`src/rtl/kqvlp_pkg.sv`:
```
// Package: shared codes, command/status structs and byte classes for the line parser.
`default_nettype none
package kqvlp_pkg;

    localparam int HOLD_DEPTH = 16;
    localparam int CNT_W      = $clog2(HOLD_DEPTH + 1);
    localparam int IDX_W      = (HOLD_DEPTH > 1) ? $clog2(HOLD_DEPTH) : 1;

    localparam logic [7:0] CH_HASH   = 8'h23;
    localparam logic [7:0] CH_COLON  = 8'h3A;
    localparam logic [7:0] CH_QUOTE  = 8'h22;
    localparam logic [7:0] CH_BSLASH = 8'h5C;

    localparam logic OP_BYTE = 1'b0;
    localparam logic OP_EOL  = 1'b1;

    localparam logic [1:0] K_KEY = 2'd0;
    localparam logic [1:0] K_VAL = 2'd1;
    localparam logic [1:0] K_ACC = 2'd2;
    localparam logic [1:0] K_REJ = 2'd3;

    // source of the emitted byte
    localparam logic [2:0] SRC_IN    = 3'd0;
    localparam logic [2:0] SRC_HELD  = 3'd1;
    localparam logic [2:0] SRC_BSL   = 3'd2;
    localparam logic [2:0] SRC_ZERO  = 3'd3;
    localparam logic [2:0] SRC_SAVED = 3'd4;

    typedef struct packed {
        logic       out_load;
        logic [1:0] out_kind;
        logic [2:0] out_sel;
        logic       out_last;
        logic       hold_push;
        logic       hold_clear;
        logic       save_byte;
        logic       idx_inc;
    } t_cmd;

    typedef struct packed {
        logic is_ws;
        logic is_digit;
        logic is_colon;
        logic is_hash;
        logic is_quote;
        logic is_bslash;
        logic cnt_zero;
        logic cnt_full;
        logic idx_lt_cnt;
        logic out_free;
    } t_status;

    function automatic logic f_is_ws(input logic [7:0] c);
        return (c == 8'h20) || ((c >= 8'h09) && (c <= 8'h0D));
    endfunction

    function automatic logic f_is_digit(input logic [7:0] c);
        return (c >= 8'h30) && (c <= 8'h39);
    endfunction

endpackage
`default_nettype wire

```
`src/rtl/kqvlp_dpath.sv`:
```
// Datapath: byte classes, held whitespace store, saved byte and output register.
`default_nettype none
module kqvlp_dpath (
    input  wire logic              i_clk,
    input  wire logic              i_rst_n,
    input  wire logic [7:0]        i_text_byte,
    input  wire logic              i_out_ready,
    input  wire kqvlp_pkg::t_cmd   i_cmd,
    output kqvlp_pkg::t_status     o_status,
    output logic                   o_out_valid,
    output logic [1:0]             o_kind,
    output logic [7:0]             o_out_byte,
    output logic                   o_last
);
    import kqvlp_pkg::*;

    logic [7:0]       r_held [HOLD_DEPTH];
    logic [CNT_W-1:0] r_cnt, n_cnt;
    logic [CNT_W-1:0] r_idx, n_idx;
    logic [7:0]       r_saved;
    logic             r_out_valid, n_out_valid;
    logic [1:0]       r_kind;
    logic [7:0]       r_out_byte;
    logic             r_last;
    logic [7:0]       n_sel_byte;
    logic [7:0]       held_rd;

    assign held_rd = r_held[r_idx[IDX_W-1:0]];

    always_comb begin
        o_status.is_ws      = f_is_ws(i_text_byte);
        o_status.is_digit   = f_is_digit(i_text_byte);
        o_status.is_colon   = (i_text_byte == CH_COLON);
        o_status.is_hash    = (i_text_byte == CH_HASH);
        o_status.is_quote   = (i_text_byte == CH_QUOTE);
        o_status.is_bslash  = (i_text_byte == CH_BSLASH);
        o_status.cnt_zero   = (r_cnt == '0);
        o_status.cnt_full   = (r_cnt == CNT_W'(HOLD_DEPTH));
        o_status.idx_lt_cnt = (r_idx < r_cnt);
        o_status.out_free   = !r_out_valid || i_out_ready;
    end

    always_comb begin
        case (i_cmd.out_sel)
            SRC_IN:    n_sel_byte = i_text_byte;
            SRC_HELD:  n_sel_byte = held_rd;
            SRC_BSL:   n_sel_byte = CH_BSLASH;
            SRC_SAVED: n_sel_byte = r_saved;
            default:   n_sel_byte = 8'h00;
        endcase
    end

    always_comb begin
        n_cnt = r_cnt;
        n_idx = r_idx;
        if (i_cmd.hold_clear) begin
            n_cnt = '0;
            n_idx = '0;
        end else begin
            if (i_cmd.hold_push) n_cnt = r_cnt + CNT_W'(1);
            if (i_cmd.idx_inc)   n_idx = r_idx + CNT_W'(1);
        end
        if (i_cmd.out_load)     n_out_valid = 1'b1;
        else if (i_out_ready)   n_out_valid = 1'b0;
        else                    n_out_valid = r_out_valid;
    end

    always_ff @(posedge i_clk) begin
        if (!i_rst_n) begin
            r_cnt       <= '0;
            r_idx       <= '0;
            r_out_valid <= 1'b0;
        end else begin
            r_cnt       <= n_cnt;
            r_idx       <= n_idx;
            r_out_valid <= n_out_valid;
        end
    end

    always_ff @(posedge i_clk) begin
        if (i_cmd.hold_push) r_held[r_cnt[IDX_W-1:0]] <= i_text_byte;
        if (i_cmd.save_byte) r_saved <= i_text_byte;
        if (i_cmd.out_load) begin
            r_kind     <= i_cmd.out_kind;
            r_out_byte <= n_sel_byte;
            r_last     <= i_cmd.out_last;
        end
    end

    assign o_out_valid = r_out_valid;
    assign o_kind      = r_kind;
    assign o_out_byte  = r_out_byte;
    assign o_last      = r_last;

endmodule
`default_nettype wire

```
`src/rtl/kqvlp_ctrl.sv`:
```
// Controller: parse mode and emit-phase state machine.
`default_nettype none
module kqvlp_ctrl (
    input  wire logic                i_clk,
    input  wire logic                i_rst_n,
    input  wire logic                i_in_valid,
    input  wire logic                i_op,
    input  wire kqvlp_pkg::t_status  i_status,
    output logic                     o_in_ready,
    output kqvlp_pkg::t_cmd          o_cmd
);
    import kqvlp_pkg::*;

    localparam logic [3:0] M_LEAD   = 4'd0;
    localparam logic [3:0] M_KEY    = 4'd1;
    localparam logic [3:0] M_PRE    = 4'd2;
    localparam logic [3:0] M_DIGITS = 4'd3;
    localparam logic [3:0] M_POST   = 4'd4;
    localparam logic [3:0] M_VALUE  = 4'd5;
    localparam logic [3:0] M_ESC    = 4'd6;
    localparam logic [3:0] M_BAD    = 4'd7;
    localparam logic [3:0] M_IGNORE = 4'd8;

    localparam logic [1:0] PH_RUN   = 2'd0;
    localparam logic [1:0] PH_FLUSH = 2'd1;
    localparam logic [1:0] PH_ESC2  = 2'd2;

    logic [3:0] r_mode, n_mode;
    logic [1:0] r_phase, n_phase;
    logic       accept;

    assign o_in_ready = (r_phase == PH_RUN) && i_status.out_free;
    assign accept     = i_in_valid && o_in_ready;

    always_comb begin
        n_mode  = r_mode;
        n_phase = r_phase;
        o_cmd   = '0;
        case (r_phase)
            PH_RUN: begin
                if (accept) begin
                    if (i_op == OP_EOL) begin
                        if (r_mode inside {[M_KEY:M_BAD]}) begin
                            o_cmd.out_load = 1'b1;
                            o_cmd.out_kind = K_REJ;
                            o_cmd.out_sel  = SRC_ZERO;
                            o_cmd.out_last = 1'b1;
                        end
                        o_cmd.hold_clear = 1'b1;
                        n_mode = M_LEAD;
                    end else begin
                        case (r_mode)
                            M_LEAD: begin
                                if (i_status.is_ws) begin
                                    n_mode = M_LEAD;
                                end else if (i_status.is_hash || i_status.is_colon) begin
                                    n_mode = M_IGNORE;
                                end else begin
                                    o_cmd.out_load = 1'b1;
                                    o_cmd.out_kind = K_KEY;
                                    o_cmd.out_sel  = SRC_IN;
                                    o_cmd.out_last = 1'b1;
                                    n_mode = M_KEY;
                                end
                            end
                            M_KEY: begin
                                if (i_status.is_colon) begin
                                    o_cmd.hold_clear = 1'b1;
                                    n_mode = M_PRE;
                                end else if (i_status.is_ws) begin
                                    o_cmd.hold_push = !i_status.cnt_full;
                                end else if (i_status.cnt_zero) begin
                                    o_cmd.out_load = 1'b1;
                                    o_cmd.out_kind = K_KEY;
                                    o_cmd.out_sel  = SRC_IN;
                                    o_cmd.out_last = 1'b1;
                                end else begin
                                    // first held byte now, the rest in the flush phase
                                    o_cmd.out_load  = 1'b1;
                                    o_cmd.out_kind  = K_KEY;
                                    o_cmd.out_sel   = SRC_HELD;
                                    o_cmd.save_byte = 1'b1;
                                    o_cmd.idx_inc   = 1'b1;
                                    n_phase = PH_FLUSH;
                                end
                            end
                            M_PRE, M_DIGITS, M_POST: begin
                                if (i_status.is_quote) begin
                                    n_mode = M_VALUE;
                                end else if (i_status.is_ws) begin
                                    if (r_mode == M_DIGITS) n_mode = M_POST;
                                end else if (i_status.is_digit && r_mode != M_POST) begin
                                    n_mode = M_DIGITS;
                                end else begin
                                    n_mode = M_BAD;
                                end
                            end
                            M_VALUE: begin
                                if (i_status.is_bslash) begin
                                    n_mode = M_ESC;
                                end else if (i_status.is_quote) begin
                                    o_cmd.out_load = 1'b1;
                                    o_cmd.out_kind = K_ACC;
                                    o_cmd.out_sel  = SRC_ZERO;
                                    o_cmd.out_last = 1'b1;
                                    n_mode = M_IGNORE;
                                end else begin
                                    o_cmd.out_load = 1'b1;
                                    o_cmd.out_kind = K_VAL;
                                    o_cmd.out_sel  = SRC_IN;
                                    o_cmd.out_last = 1'b1;
                                end
                            end
                            M_ESC: begin
                                o_cmd.out_load = 1'b1;
                                o_cmd.out_kind = K_VAL;
                                if (i_status.is_quote || i_status.is_bslash) begin
                                    o_cmd.out_sel  = SRC_IN;
                                    o_cmd.out_last = 1'b1;
                                end else begin
                                    // unknown escape: backslash, then the byte itself
                                    o_cmd.out_sel   = SRC_BSL;
                                    o_cmd.save_byte = 1'b1;
                                    n_phase = PH_ESC2;
                                end
                                n_mode = M_VALUE;
                            end
                            M_BAD, M_IGNORE: begin
                                n_mode = r_mode;
                            end
                            default: begin
                                n_mode = M_IGNORE;
                            end
                        endcase
                    end
                end
            end
            PH_FLUSH: begin
                if (i_status.out_free) begin
                    o_cmd.out_load = 1'b1;
                    o_cmd.out_kind = K_KEY;
                    if (i_status.idx_lt_cnt) begin
                        o_cmd.out_sel = SRC_HELD;
                        o_cmd.idx_inc = 1'b1;
                    end else begin
                        o_cmd.out_sel    = SRC_SAVED;
                        o_cmd.out_last   = 1'b1;
                        o_cmd.hold_clear = 1'b1;
                        n_phase = PH_RUN;
                    end
                end
            end
            PH_ESC2: begin
                if (i_status.out_free) begin
                    o_cmd.out_load = 1'b1;
                    o_cmd.out_kind = K_VAL;
                    o_cmd.out_sel  = SRC_SAVED;
                    o_cmd.out_last = 1'b1;
                    n_phase = PH_RUN;
                end
            end
            default: begin
                n_phase = PH_RUN;
            end
        endcase
    end

    always_ff @(posedge i_clk) begin
        if (!i_rst_n) begin
            r_mode  <= M_LEAD;
            r_phase <= PH_RUN;
        end else begin
            r_mode  <= n_mode;
            r_phase <= n_phase;
        end
    end

endmodule
`default_nettype wire

```
`src/rtl/key_quoted_value_line_parser_core.sv`:
```
// Top level: key: [digits] "value" line parser, controller plus datapath.
//
// Input channel (i_in_valid / o_in_ready): one beat is either a text byte (i_op = 0)
// or an end of line (i_op = 1, i_text_byte ignored).
// Output channel (o_out_valid / i_out_ready): one beat per result: key byte, value
// byte, accept marker or reject marker; o_last flags the final result of an input.
// Results are registered: each one is held in the output register until it is taken.
// Throughput: one input beat per cycle while the output side keeps up. An input
// that yields more than one result holds the input side until its last result is loaded:
// a key byte that releases n held whitespace bytes emits those and then itself, and an
// unknown escape emits a backslash and then the byte. The output register is the only buffer;
// the next beat can be taken in the same cycle that the waiting result is taken.
// Stall: while a result waits, input is held off and all state is frozen.
// Reset (synchronous, active low): parse returns to line start, held count clears,
// output goes empty. No clearing pass; the held store needs none.
`default_nettype none
module key_quoted_value_line_parser_core (
    input  wire logic       i_clk,
    input  wire logic       i_rst_n,
    input  wire logic       i_in_valid,
    output logic            o_in_ready,
    input  wire logic       i_op,
    input  wire logic [7:0] i_text_byte,
    output logic            o_out_valid,
    input  wire logic       i_out_ready,
    output logic [1:0]      o_kind,
    output logic [7:0]      o_out_byte,
    output logic            o_last
);
    import kqvlp_pkg::*;

    t_cmd    cmd;
    t_status status;

    kqvlp_ctrl u_ctrl (
        .i_clk      (i_clk),
        .i_rst_n    (i_rst_n),
        .i_in_valid (i_in_valid),
        .i_op       (i_op),
        .i_status   (status),
        .o_in_ready (o_in_ready),
        .o_cmd      (cmd)
    );

    kqvlp_dpath u_dpath (
        .i_clk       (i_clk),
        .i_rst_n     (i_rst_n),
        .i_text_byte (i_text_byte),
        .i_out_ready (i_out_ready),
        .i_cmd       (cmd),
        .o_status    (status),
        .o_out_valid (o_out_valid),
        .o_kind      (o_kind),
        .o_out_byte  (o_out_byte),
        .o_last      (o_last)
    );

    a_ready_needs_slot: assert property (@(posedge i_clk) disable iff (!i_rst_n)
        o_in_ready |-> (!o_out_valid || i_out_ready))
        else $error("input ready while output slot is occupied");

    a_marker_is_last: assert property (@(posedge i_clk) disable iff (!i_rst_n)
        (o_out_valid && (o_kind == K_ACC || o_kind == K_REJ)) |-> o_last)
        else $error("accept/reject marker not flagged last");

    a_marker_zero: assert property (@(posedge i_clk) disable iff (!i_rst_n)
        (o_out_valid && (o_kind == K_ACC || o_kind == K_REJ)) |-> (o_out_byte == 8'h00))
        else $error("marker carries nonzero byte");

    a_load_needs_slot: assert property (@(posedge i_clk) disable iff (!i_rst_n)
        cmd.out_load |-> status.out_free)
        else $error("output register overwritten");

endmodule
`default_nettype wire
```
`config.mk`:
```
export PLATFORM = sky130hd
export DESIGN_NAME = key_quoted_value_line_parser_core
export DESIGN_NICKNAME = d
export VERILOG_FILES = /design/src/rtl/kqvlp_pkg.sv /design/src/rtl/kqvlp_dpath.sv /design/src/rtl/kqvlp_ctrl.sv /design/src/rtl/key_quoted_value_line_parser_core.sv
export SDC_FILE = /design/constraint.sdc
export NUM_CORES = 1
export LEC_CHECK = 0
export BUFFER_PORTS_ARGS = -buffer_cell sky130_fd_sc_hd__buf_2
export CAP_MARGIN = 20
export CORE_MARGIN = 10
export CORE_UTILIZATION = 25
export CTS_BUF_LIST = sky130_fd_sc_hd__clkbuf_4
export CTS_CLUSTER_DIAMETER = 80
export DETAILED_ROUTE_END_ITERATION = 7
export PLACE_DENSITY = 0.42
export SLEW_MARGIN = 20
export SYNTH_ARGS = -nofsm -noshare
export SYNTH_HDL_FRONTEND = slang
export SYNTH_SLANG_ARGS = --single-unit
```
`constraint.sdc`:
```
create_clock -name i_clk -period 2.9 [get_ports i_clk]
set_clock_uncertainty 0.15 [all_clocks]
set_input_delay 0.58 -clock i_clk [delete_from_list [all_inputs] [get_ports i_clk]]
set_output_delay 0.58 -clock i_clk [all_outputs]
set_load 0.05 [all_outputs]
```
# After elaboration in Yosys (flattened, before gate mapping)
# Memories as Yosys holds them, arrays and structs flattened. A register that Yosys moved wholly into a read port is not among the register bits.
# Cells that the tools add are included.
[totals]
reg_bits = 36
mem_bits_rw = 128
input_bits = 13
output_inout_bits = 13
elab_cells = 143
memories = 1
[op_classes]
n_addsub = 2
order_cmp = 7
n_eq_ne = 34
mux = 67
bitwise_logic = 1
n_reduce_logical = 22
[memory_table]
columns = ["memory", "words", "width", "read_ports", "rd_ports_with_merged_regs", "wr", "line_no", "text"]
rows = [
  ["u_dpath.r_held", 16, 8, 1, 1, 1, "kqvlp_dpath.sv:17", "logic [7:0] r_held [HOLD_DEPTH];"],
]
[op_table]
columns = ["op", "count"]
rows = [
  ["2-to-1 mux 7 bit", 8],
  ["2-to-1 mux 4 bit", 11],
  ["equality test 8 x 6 -> 1 bit (second input constant)", 4],
  ["one-hot mux 8 bit (4 select lines)", 1],
  ["2-to-1 mux 2 bit", 15],
  ["one-hot mux 7 bit (4 select lines)", 1],
  ["one-hot mux 4 bit (6 select lines)", 1],
  ["one-hot mux 7 bit (3 select lines)", 1],
  ["2-to-1 mux 1 bit", 19],
  ["equality test 4 x 3 -> 1 bit (second input constant)", 4],
  ["!= test 3 bit (second input constant)", 5],
  ["2-to-1 mux 11 bit", 1],
  ["adder 5 x 1 -> 5 bit (second input constant)", 2],
  ["AND reduction 10 bit", 1],
  ["equality test 4 x 2 -> 1 bit (second input constant)", 2],
  ["equality test 8 x 7 -> 1 bit (second input constant)", 1],
  [">= comparator 8 x 4 -> 1 bit (second input constant)", 1],
  [">= comparator 8 x 6 -> 1 bit (second input constant)", 1],
  ["less-or-equal comparator 8 x 4 -> 1 bit (second input constant)", 1],
  ["less-or-equal comparator 8 x 6 -> 1 bit (second input constant)", 1],
  ["2-to-1 mux 8 bit", 1],
  ["logical AND 1 bit", 6],
  ["2-to-1 mux 3 bit", 2],
  ["2-to-1 mux 6 bit", 1],
  ["other kinds (31)", 42],
]

# Depth between registers and ports, before layout
# Gate-level depths: netlist of run 1.
[depth]
word_depth = 11
ltp_mapped = 10
mapped_depth_nobuf = 8

# By module
# From an unflattened synthesis of run 1, not the netlist that was laid out.
[hier_totals]
hier_cells = 470
area_unflattened_um2 = 7332.0
[by_module_without_submodules]
columns = ["module", "n_inst", "cells_per_inst", "area_each_um2", "seq_area_each_um2"]
rows = [
  ["kqvlp_dpath", 1, 355, 6541.3, 4714.5],
  ["kqvlp_ctrl", 1, 115, 790.8, 120.1],
]

# Least setup slack after synthesis of run 1
# Ideal clock, no wire load.
[synth_path]
kind = "input to register"
start = "input port i_text_byte[1]"
end = "memory u_dpath.r_held[11][0], enable pin"
setup_time_ps = 370
arrival_ps = 2539
required_ps = 2380
path_slack_ps = -159
stages = 7
path_buffers = 2
path_cell_list = "nor4b_1 -> o21ai_0 -> and2_0 -> clkbuf_1 -> or4b_1 -> buf_2 -> nor2_1"
[synth_via]
elab_chain_cells = 11
word_cells_on_any_way = 14
classes_between = "2 x order compare; 2 x eq/ne; 8 x mux; 2 x reduce/logical"
[synth_rtl]
columns = ["item", "line_no", "text"]
rows = [
  ["from (decl)", "key_quoted_value_line_parser_core.sv:23", "input wire logic [7:0] i_text_byte,"],
  [">= comparator 8 x 4 -> 1 bit or less-or-equal comparator 8 x 4 -> 1 bit (tied branches)", "kqvlp_pkg.sv:54", "return (c == 8'h20) || ((c >= 8'h09) && (c <= 8'h0D));"],
  ["logical AND 1 bit", "kqvlp_pkg.sv:54", ""],
  ["logical OR 1 bit", "kqvlp_pkg.sv:54", ""],
  ["2-to-1 mux 1 bit", "kqvlp_ctrl.sv:70", "end else if (i_status.is_ws) begin"],
  ["2-to-1 mux 8 bit *", "kqvlp_ctrl.sv:67", "if (i_status.is_colon) begin"],
  ["2-to-1 mux 2 bit *", "kqvlp_ctrl.sv:52", "case (r_mode)"],
  ["2-to-1 mux 1 bit *", "kqvlp_ctrl.sv:42", "if (i_op == OP_EOL) begin"],
  ["2-to-1 mux 11 bit *", "kqvlp_ctrl.sv:41", "if (accept) begin"],
  ["2-to-1 mux 1 bit *", "kqvlp_ctrl.sv:39", "case (r_phase)"],
  ["2-to-1 mux 1 bit *", "kqvlp_dpath.sv:81", "if (i_cmd.hold_push) r_held[r_cnt[IDX_W-1:0]] <= i_text_byte;"],
  ["2-to-1 mux 1 bit (not written as such) *", "kqvlp_dpath.sv:81", ""],
  ["to (decl)", "kqvlp_dpath.sv:17", ""],
]
# Every way passes the cells marked *; elsewhere a longest branch is shown, timed or not.

# Worst setup path in the final report of run 1
[layout_path]
start = "register u_ctrl.r_mode[1]"
end = "memory u_dpath.r_held[3][2], enable pin"
[layout_via]
elab_chain_cells = 7
[layout_rtl]
columns = ["item", "line_no", "text"]
rows = [
  ["from (decl)", "kqvlp_ctrl.sv:28", "logic [3:0] r_mode, n_mode;"],
  ["from (signal assigned)", "kqvlp_ctrl.sv:173", "r_mode <= n_mode;"],
  ["equality test 4 x 1 -> 1 bit", "kqvlp_ctrl.sv:52", ""],
  ["2-to-1 mux 2 bit", "kqvlp_ctrl.sv:52", ""],
  ["2-to-1 mux 1 bit", "kqvlp_ctrl.sv:42", ""],
  ["2-to-1 mux 11 bit", "kqvlp_ctrl.sv:41", ""],
  ["2-to-1 mux 1 bit", "kqvlp_ctrl.sv:39", ""],
  ["2-to-1 mux 1 bit", "kqvlp_dpath.sv:81", ""],
  ["2-to-1 mux 1 bit (not written as such)", "kqvlp_dpath.sv:81", ""],
]
# Every way passes these cells.

==> results.yml, run 1 <==
synthesis:
  synth_adder_area_share_pct: 1.54
  synth_common_cells: "edfxtp_1, nand2_1, mux4_2"
  synthXorXnorAreaFrac_pct: 0.823
  synth_edf_count: 147
  syn_inst: 477
  synthMuxAreaShare_pct: 11.5
  ys.flop_type: "edfxtp_1"
  synth_top_family_by_area: "multiplexers"
  synth.net_count: 499
  yosysWarningCount: 0
  ys_seq_elements: 168
  synth.area.top_cells: "edfxtp_1, mux4_2, dfxtp_1"
  synth_top_area_cell: "edfxtp_1"
  ys_async_sr_fraction_pct: 0
  synth_compound_area_share_pct: 8.69
  yosysTopAreaCellShare_pct: 60.5
  yosysMostFrequentCell: "edfxtp_1"
  synthSimpleGateAreaFrac_pct: 9.34
  synth_cell_types: 65
  ys_seq_area_share_pct: 66.2
  synth.avg_cell_area_sq_um: 15.3
  synth_area_sq_um: 7300
cells_and_area:
  utilization_pct: 30.2
  layoutNonFillerInstCount: 958
  drive_gt1_share_pct: 29.4
  fill_cells: 2870
  num-nets-final: 581
  area_growth_pct: 19.3
drt:
  drcViolationCount: 0
  drtIter0Drc: 312
  ant_nets: 0
  routedWlPerCell_microns: 19.2
  routed_via_density: 4.57
  firstDrtPassIters: 4
  vias: 4379
  drt-total-wl_microns: 18400
timing:
  rsz0062_at_grt: "false"
  slew_violations: 0
  slew_headroom_pct: 47.9
  max_freq_ghz: 0.356
  min_period_ns: 2.81
  setup_viol: 0
  tightest_slew_ns: 0.776
  finalHoldViolations: 0
  period_share_pct: 96.9
critical_path:
  critical_path_buf_inv_count: 2
  start_kind: "flip-flop"
  r2r_slack_ns: 0.09
  crit_start: "u_ctrl.r_mode[1]"
  path_class: "reg2reg"
  r2r_cells: 7
  crit_chain: "or4b_4 -> a31o_1 -> or3_4 -> or4b_4 -> buf_6 -> nor3_4 -> buf_6"
  slowest_delay_ns: 0.57
  crit_arrival_ns: 2.95
  required_ns: 3.04
  r2r-end: "u_dpath.r_held[3][2]"
  crit_slowest_cell: "or4b_4"
  cp_top_family: "simple AND/OR/NAND/NOR gates"
  cp_max_fo: 8
  r2r_start: "u_ctrl.r_mode[1]"
  crit_path_end_kind: "flip-flop"
placed_design:
  dp_hpwl_microns: 12800
  dp_cells: 924
  gp_congestion: 0.788
  numPortBuffers: 25
hold_path:
  hold_path_class: "in2reg"
  whs_endpoint: "u_dpath.o_out_valid"
  worst_hold_path.num_cells: 2
  min-delay-start: "i_rst_n"
cts:
  cts_made_buffers: 17
  cts_setup_buffers: 0
  cts_tree: "yes"
  clock-sinks: 168
  clkLatencyLatePin_ns: 0.56
  path_clk_slew_ns: 0.15
  cts-root-buf: "clkbuf_4"
  clock_path_buffers: 2
  h-tree-depth: 4
die:
  die_w_microns: 191
  die-area_sq_um: 36400
  start_util_pct: 25.4
  rows: 62
  coreArea_sq_um: 28800
  die_h_microns: 191
  ios: 26
global_route:
  grt_overflow: 0
  grt_pass1_vias: 4591
  grt_max_degree: 33
  track_usage_pct: 10.3
  grt_pass1_wl_microns: 28100
  grt_antenna_before_repair: 2
power_and_ir_drop:
  power_density_nw_per_um2: 505
  p_leak_nw: 2.79
  vdd_ir_drop_max_mv: 0.207
  total_power_mw: 4.40
outcome:
  status: "completed"
flow_run:
  drv_cap: 0
through the flow:
stage / area, sq um / setup WS (ns) / setup TNS [ns] / hold WS, ns
floorplan: 7310 / -0.0821 / -1.78 / 0.297
global placement: 8340 / -0.0474 / -1.13 / 0.336
detailed placement: 8340 / -0.0603 / -1.39 / 0.345
CTS: 8670 / 0.0382 / 0 / 0.117
global route: 8700 / 0.000147 / 0 / 0.118
finish: 8710 / 0.0893 / 0 / 0.169
sequential cells by signal, summed over array words and instances, names as in the netlist, named ones only:
signal               flops
u_dpath.r_held         128
u_dpath.o_out_byte       8
u_dpath.r_saved          8
u_dpath.r_cnt            5
u_dpath.r_idx            5
u_ctrl.r_mode            4
u_ctrl.r_phase           2
u_dpath.o_kind           2
u_dpath.o_last           1
u_dpath.o_out_valid      1
kinds of logic (layout without fill, tap and decap cells):
| family | after synthesis | in the layout |
|---|---|---|
| compound gates | 91 | 91 |
| xor+xnor | 6 | 6 |
| fa+ha+maj | 9 | 9 |
| buf+inv | 34 | 129 |
| flops | 168 | 168 |
| mux | 44 | 44 |
| other cells | 0 | 2 |
| simple gates | 125 | 125 |
power by group:
| part | internal [mW] | leakage [nW] | switching [mW] |
|---|---|---|---|
| Sequential | 2.64 | 1.50 | 0.00417 |
| Clock | 0.569 | 0.178 | 0.942 |
| Combinational | 0.0754 | 1.11 | 0.170 |
| Total | 3.28 | 2.79 | 1.12 |
cells in the final DEF, fill, tap and decap left out, drive strengths merged, types with 4 or more instances in the layout:
| master | n |
|---|---|
| a21oi | 16 |
| a22oi | 14 |
| a31oi | 5 |
| and2 | 4 |
| buf | 87 |
| clkbuf | 17 |
| clkinv | 4 |
| dfxtp | 21 |
| edfxtp | 147 |
| ha | 9 |
| inv | 19 |
| mux2i | 12 |
| mux4 | 32 |
| nand2 | 36 |
| nand2b | 6 |
| nand3 | 7 |
| nand4 | 4 |
| nor2 | 23 |
| nor2b | 7 |
| nor3 | 13 |
| nor3b | 5 |
| o21ai | 21 |
| xnor2 | 5 |
cell type report:
type	count	area [sq um]	area share [%]
sequential	168	4840	55.5
tap	384	480	5.52
clock buffer	17	128	1.47
clock inverter	15	203	2.33
timing repair buffer	87	648	7.44
multi-input combinational	275	2370	27.2
inverter	10	37.5	0.431
antenna	2	5.00	0.0575
worst reg2reg max path, stage by stage, from the launching register on:
cell     delay (ns)
dfxtp_1        0.34
or4b_4         0.57
a31o_1         0.23
or3_4          0.33
or4b_4         0.49
buf_6          0.16
nor3_4         0.12
buf_6          0.16
what timing repair did:
item,CTS,global route
resized for setup,0,7
hold endpoints to repair,0,0
setup endpoints to repair,0,18
hold buffers,0,0
routing by layer:
metal	routed length, microns	GRT usage (%)	vias up
met5	0	0	-
met4	173	3.09	0
met3	641	2.49	9
met2	9000	16.7	61
met1	8540	13.4	2234
li1	-	-	2075
worst max-delay path by stage:
stage                                        to  slack (ns)  cells past startpoint
after floorplan            u_dpath.r_held[0][0]       -0.08                      7
after global placement     u_dpath.r_held[3][2]       -0.05                      8
after detailed placement  u_dpath.r_held[11][1]       -0.06                      8
after CTS                  u_dpath.r_held[3][2]        0.04                      7
after global routing       u_dpath.r_held[1][4]      0.0001                      8
final                      u_dpath.r_held[3][2]        0.09                      7
Power figures use the tool's default switching activity.
==> run 2, diff against run 1 <==
TNS_END_PERCENT = 100   (was unset)
clock period = 2.4 ns   (was 2.9 ns; I/O delays follow)
==> results.yml, run 2 (same netlist as run 1, synthesis figures left out) <==
timing:
  setup_viol: 154
  min_period_ns: 2.83
  slew_headroom_pct: 63.1
  period_share_pct: 118
  tightest_slew_ns: 0.546
  max_freq_ghz: 0.353
  setup_slack_ns: -0.431
  slew_violations: 0
  timing.hold.ws_ns: 0.0594
  finalHoldViolations: 0
  rsz0062_at_grt: "true"
cells_and_area:
  final_common_cell: "edfxtp_1"
  area_growth_pct: 32.4
  mostFrequentLayoutCells: "edfxtp_1, buf_4, nand2_1"
  drive_gt1_share_pct: 42.2
  layoutNonFillerInstCount: 1008
  num-nets-final: 632
  fill_cells: 2793
  final_area_sq_um: 9660
  largest_register_ffs: 128
critical_path:
  start_kind: "flip-flop"
  crit_path_end_kind: "flip-flop"
  r2r_slack_ns: -0.43
  slowest_delay_ns: 0.54
  cp_top_family: "simple AND/OR/NAND/NOR gates"
  cp_max_fo: 8
  crit_start: "u_ctrl.r_mode[1]"
  r2r_start: "u_ctrl.r_mode[1]"
  crit_arrival_ns: 2.95
  path_class: "reg2reg"
  crit_end: "u_dpath.r_held[3][0]"
  required_ns: 2.52
  crit_cells: 7
  r2r-end: "u_dpath.r_held[3][0]"
  crit_chain: "or4b_4 -> a31o_1 -> or3_4 -> or4b_4 -> buf_6 -> nor3_4 -> buf_12"
  critical_path_buf_inv_count: 2
  crit_slowest_cell: "or4b_4"
  cpMostUsedCell: "or4b_4"
  r2r_cells: 7
power_and_ir_drop:
  clock_power_share_pct: 33.7
  power.switching_fraction_pct: 26.8
  power_density_nw_per_um2: 554
  p_seq_share_pct: 59.6
  p_int_mw: 3.92
  p_leak_nw: 3.12
  vdd_ir_drop_max_mv: 0.295
  total_power_mw: 5.36
  p_sw_mw: 1.44
  p_comb_share_pct: 6.7
cts:
  clock-sinks: 168
  cts_tree: "yes"
  clkLatencyLatePin_ns: 0.57
  path_clk_slew_ns: 0.17
  clock_path_buffers: 2
  cts-root-buf: "clkbuf_4"
  cts_made_buffers: 17
  h-tree-depth: 4
  hold_buffers: 0
placed_design:
  dp_cells: 966
  numPortBuffers: 25
  dpl-instance-area_sq_um: 8800
  gp_congestion: 0.761
  dp_slack_ns: -0.482
  dp_hpwl_microns: 13800
global_route:
  grt_pass1_wl_microns: 30400
  grt_pass1_vias: 4903
  track_usage_pct: 11.1
  grt_overflow: 0
  grt_antenna_before_repair: 2
  grt_max_degree: 30
die:
  die-area_sq_um: 36400
  die_w_microns: 191
  coreArea_sq_um: 28800
  start_util_pct: 25.4
  rows: 62
  ios: 26
  die_h_microns: 191
outcome:
  status: "complete, but fails checks"
  violations: "negative setup slack"
drt:
  drt-total-wl_microns: 19400
  routed_via_density: 4.61
  routedWlPerCell_microns: 19.2
  drtIter0Drc: 315
  drcViolationCount: 0
  vias: 4645
  ant_nets: 0
  firstDrtPassIters: 4
hold_path:
  min-delay-start: "i_rst_n"
  hold_path_class: "in2reg"
flow_run:
  drv_cap: 0
## run 2: stage by stage
step	setup TNS, ns	util [%]
after floorplan	-43.40	-
after global placement	-65.13	30.6
after detailed placement	-68.63	30.6
after CTS	-46.29	33.0
after global routing	-57.06	33.6
final	-46.66	33.6
## run 2: power by group through the flow
stage	clock network, mW	logic, mW	registers (mW)
detailed placement	0	0.340	3.26
global placement	0	0.335	3.26
floorplan	0	0.0998	3.31
CTS	1.89	0.353	3.19
global route	2.01	0.389	3.20
finish	1.81	0.358	3.19
## run 2: final cells by class
class	count	area (sq um)	share of cell area [%]
Tap cell	384	480	4.97
Clock inverter	15	198	2.05
Clock buffer	17	128	1.32
Antenna cell	1	2.50	0.0259
Multi-Input combinational cell	275	2780	28.7
Inverter	10	37.5	0.388
Sequential cell	168	4840	50.1
Timing Repair Buffer	138	1200	12.5
## run 2: worst register-to-register path, cell delays in order (launching register included)
cell and delay [ns]:
dfxtp_2 0.35, or4b_4 0.54, a31o_1 0.22, or3_4 0.33, or4b_4 0.49, buf_6 0.16, nor3_4 0.15, buf_12 0.15
## run 2: what timing repair did
item,in CTS,in global routing
resized for setup,70,26
setup buffers,5,4
pin swaps,10,6
gates cloned,0,0
endpoints found under the setup margin,158,172
## run 2: worst min-delay path by stage
stage | end | slack (ns) | cells past startpoint
after global routing | u_dpath.r_held[6][0] | 0.02 | 1
after detailed placement | u_dpath.r_idx[4] | 0.34 | 2
final | u_ctrl.r_mode[3] | 0.06 | 3
after floorplan | u_dpath.r_idx[4] | 0.30 | 2
after CTS | u_ctrl.r_mode[3] | 0.004 | 3
after global placement | u_dpath.r_idx[4] | 0.33 | 2
## run 2: per-layer routing
metal	track usage [%]	vias to the layer above	wire, microns
met5	0	-	0
met2	18.2	60	9750
li1	-	2184	-
met1	14.6	2393	9020
met3	1.81	8	399
met4	3.15	0	222
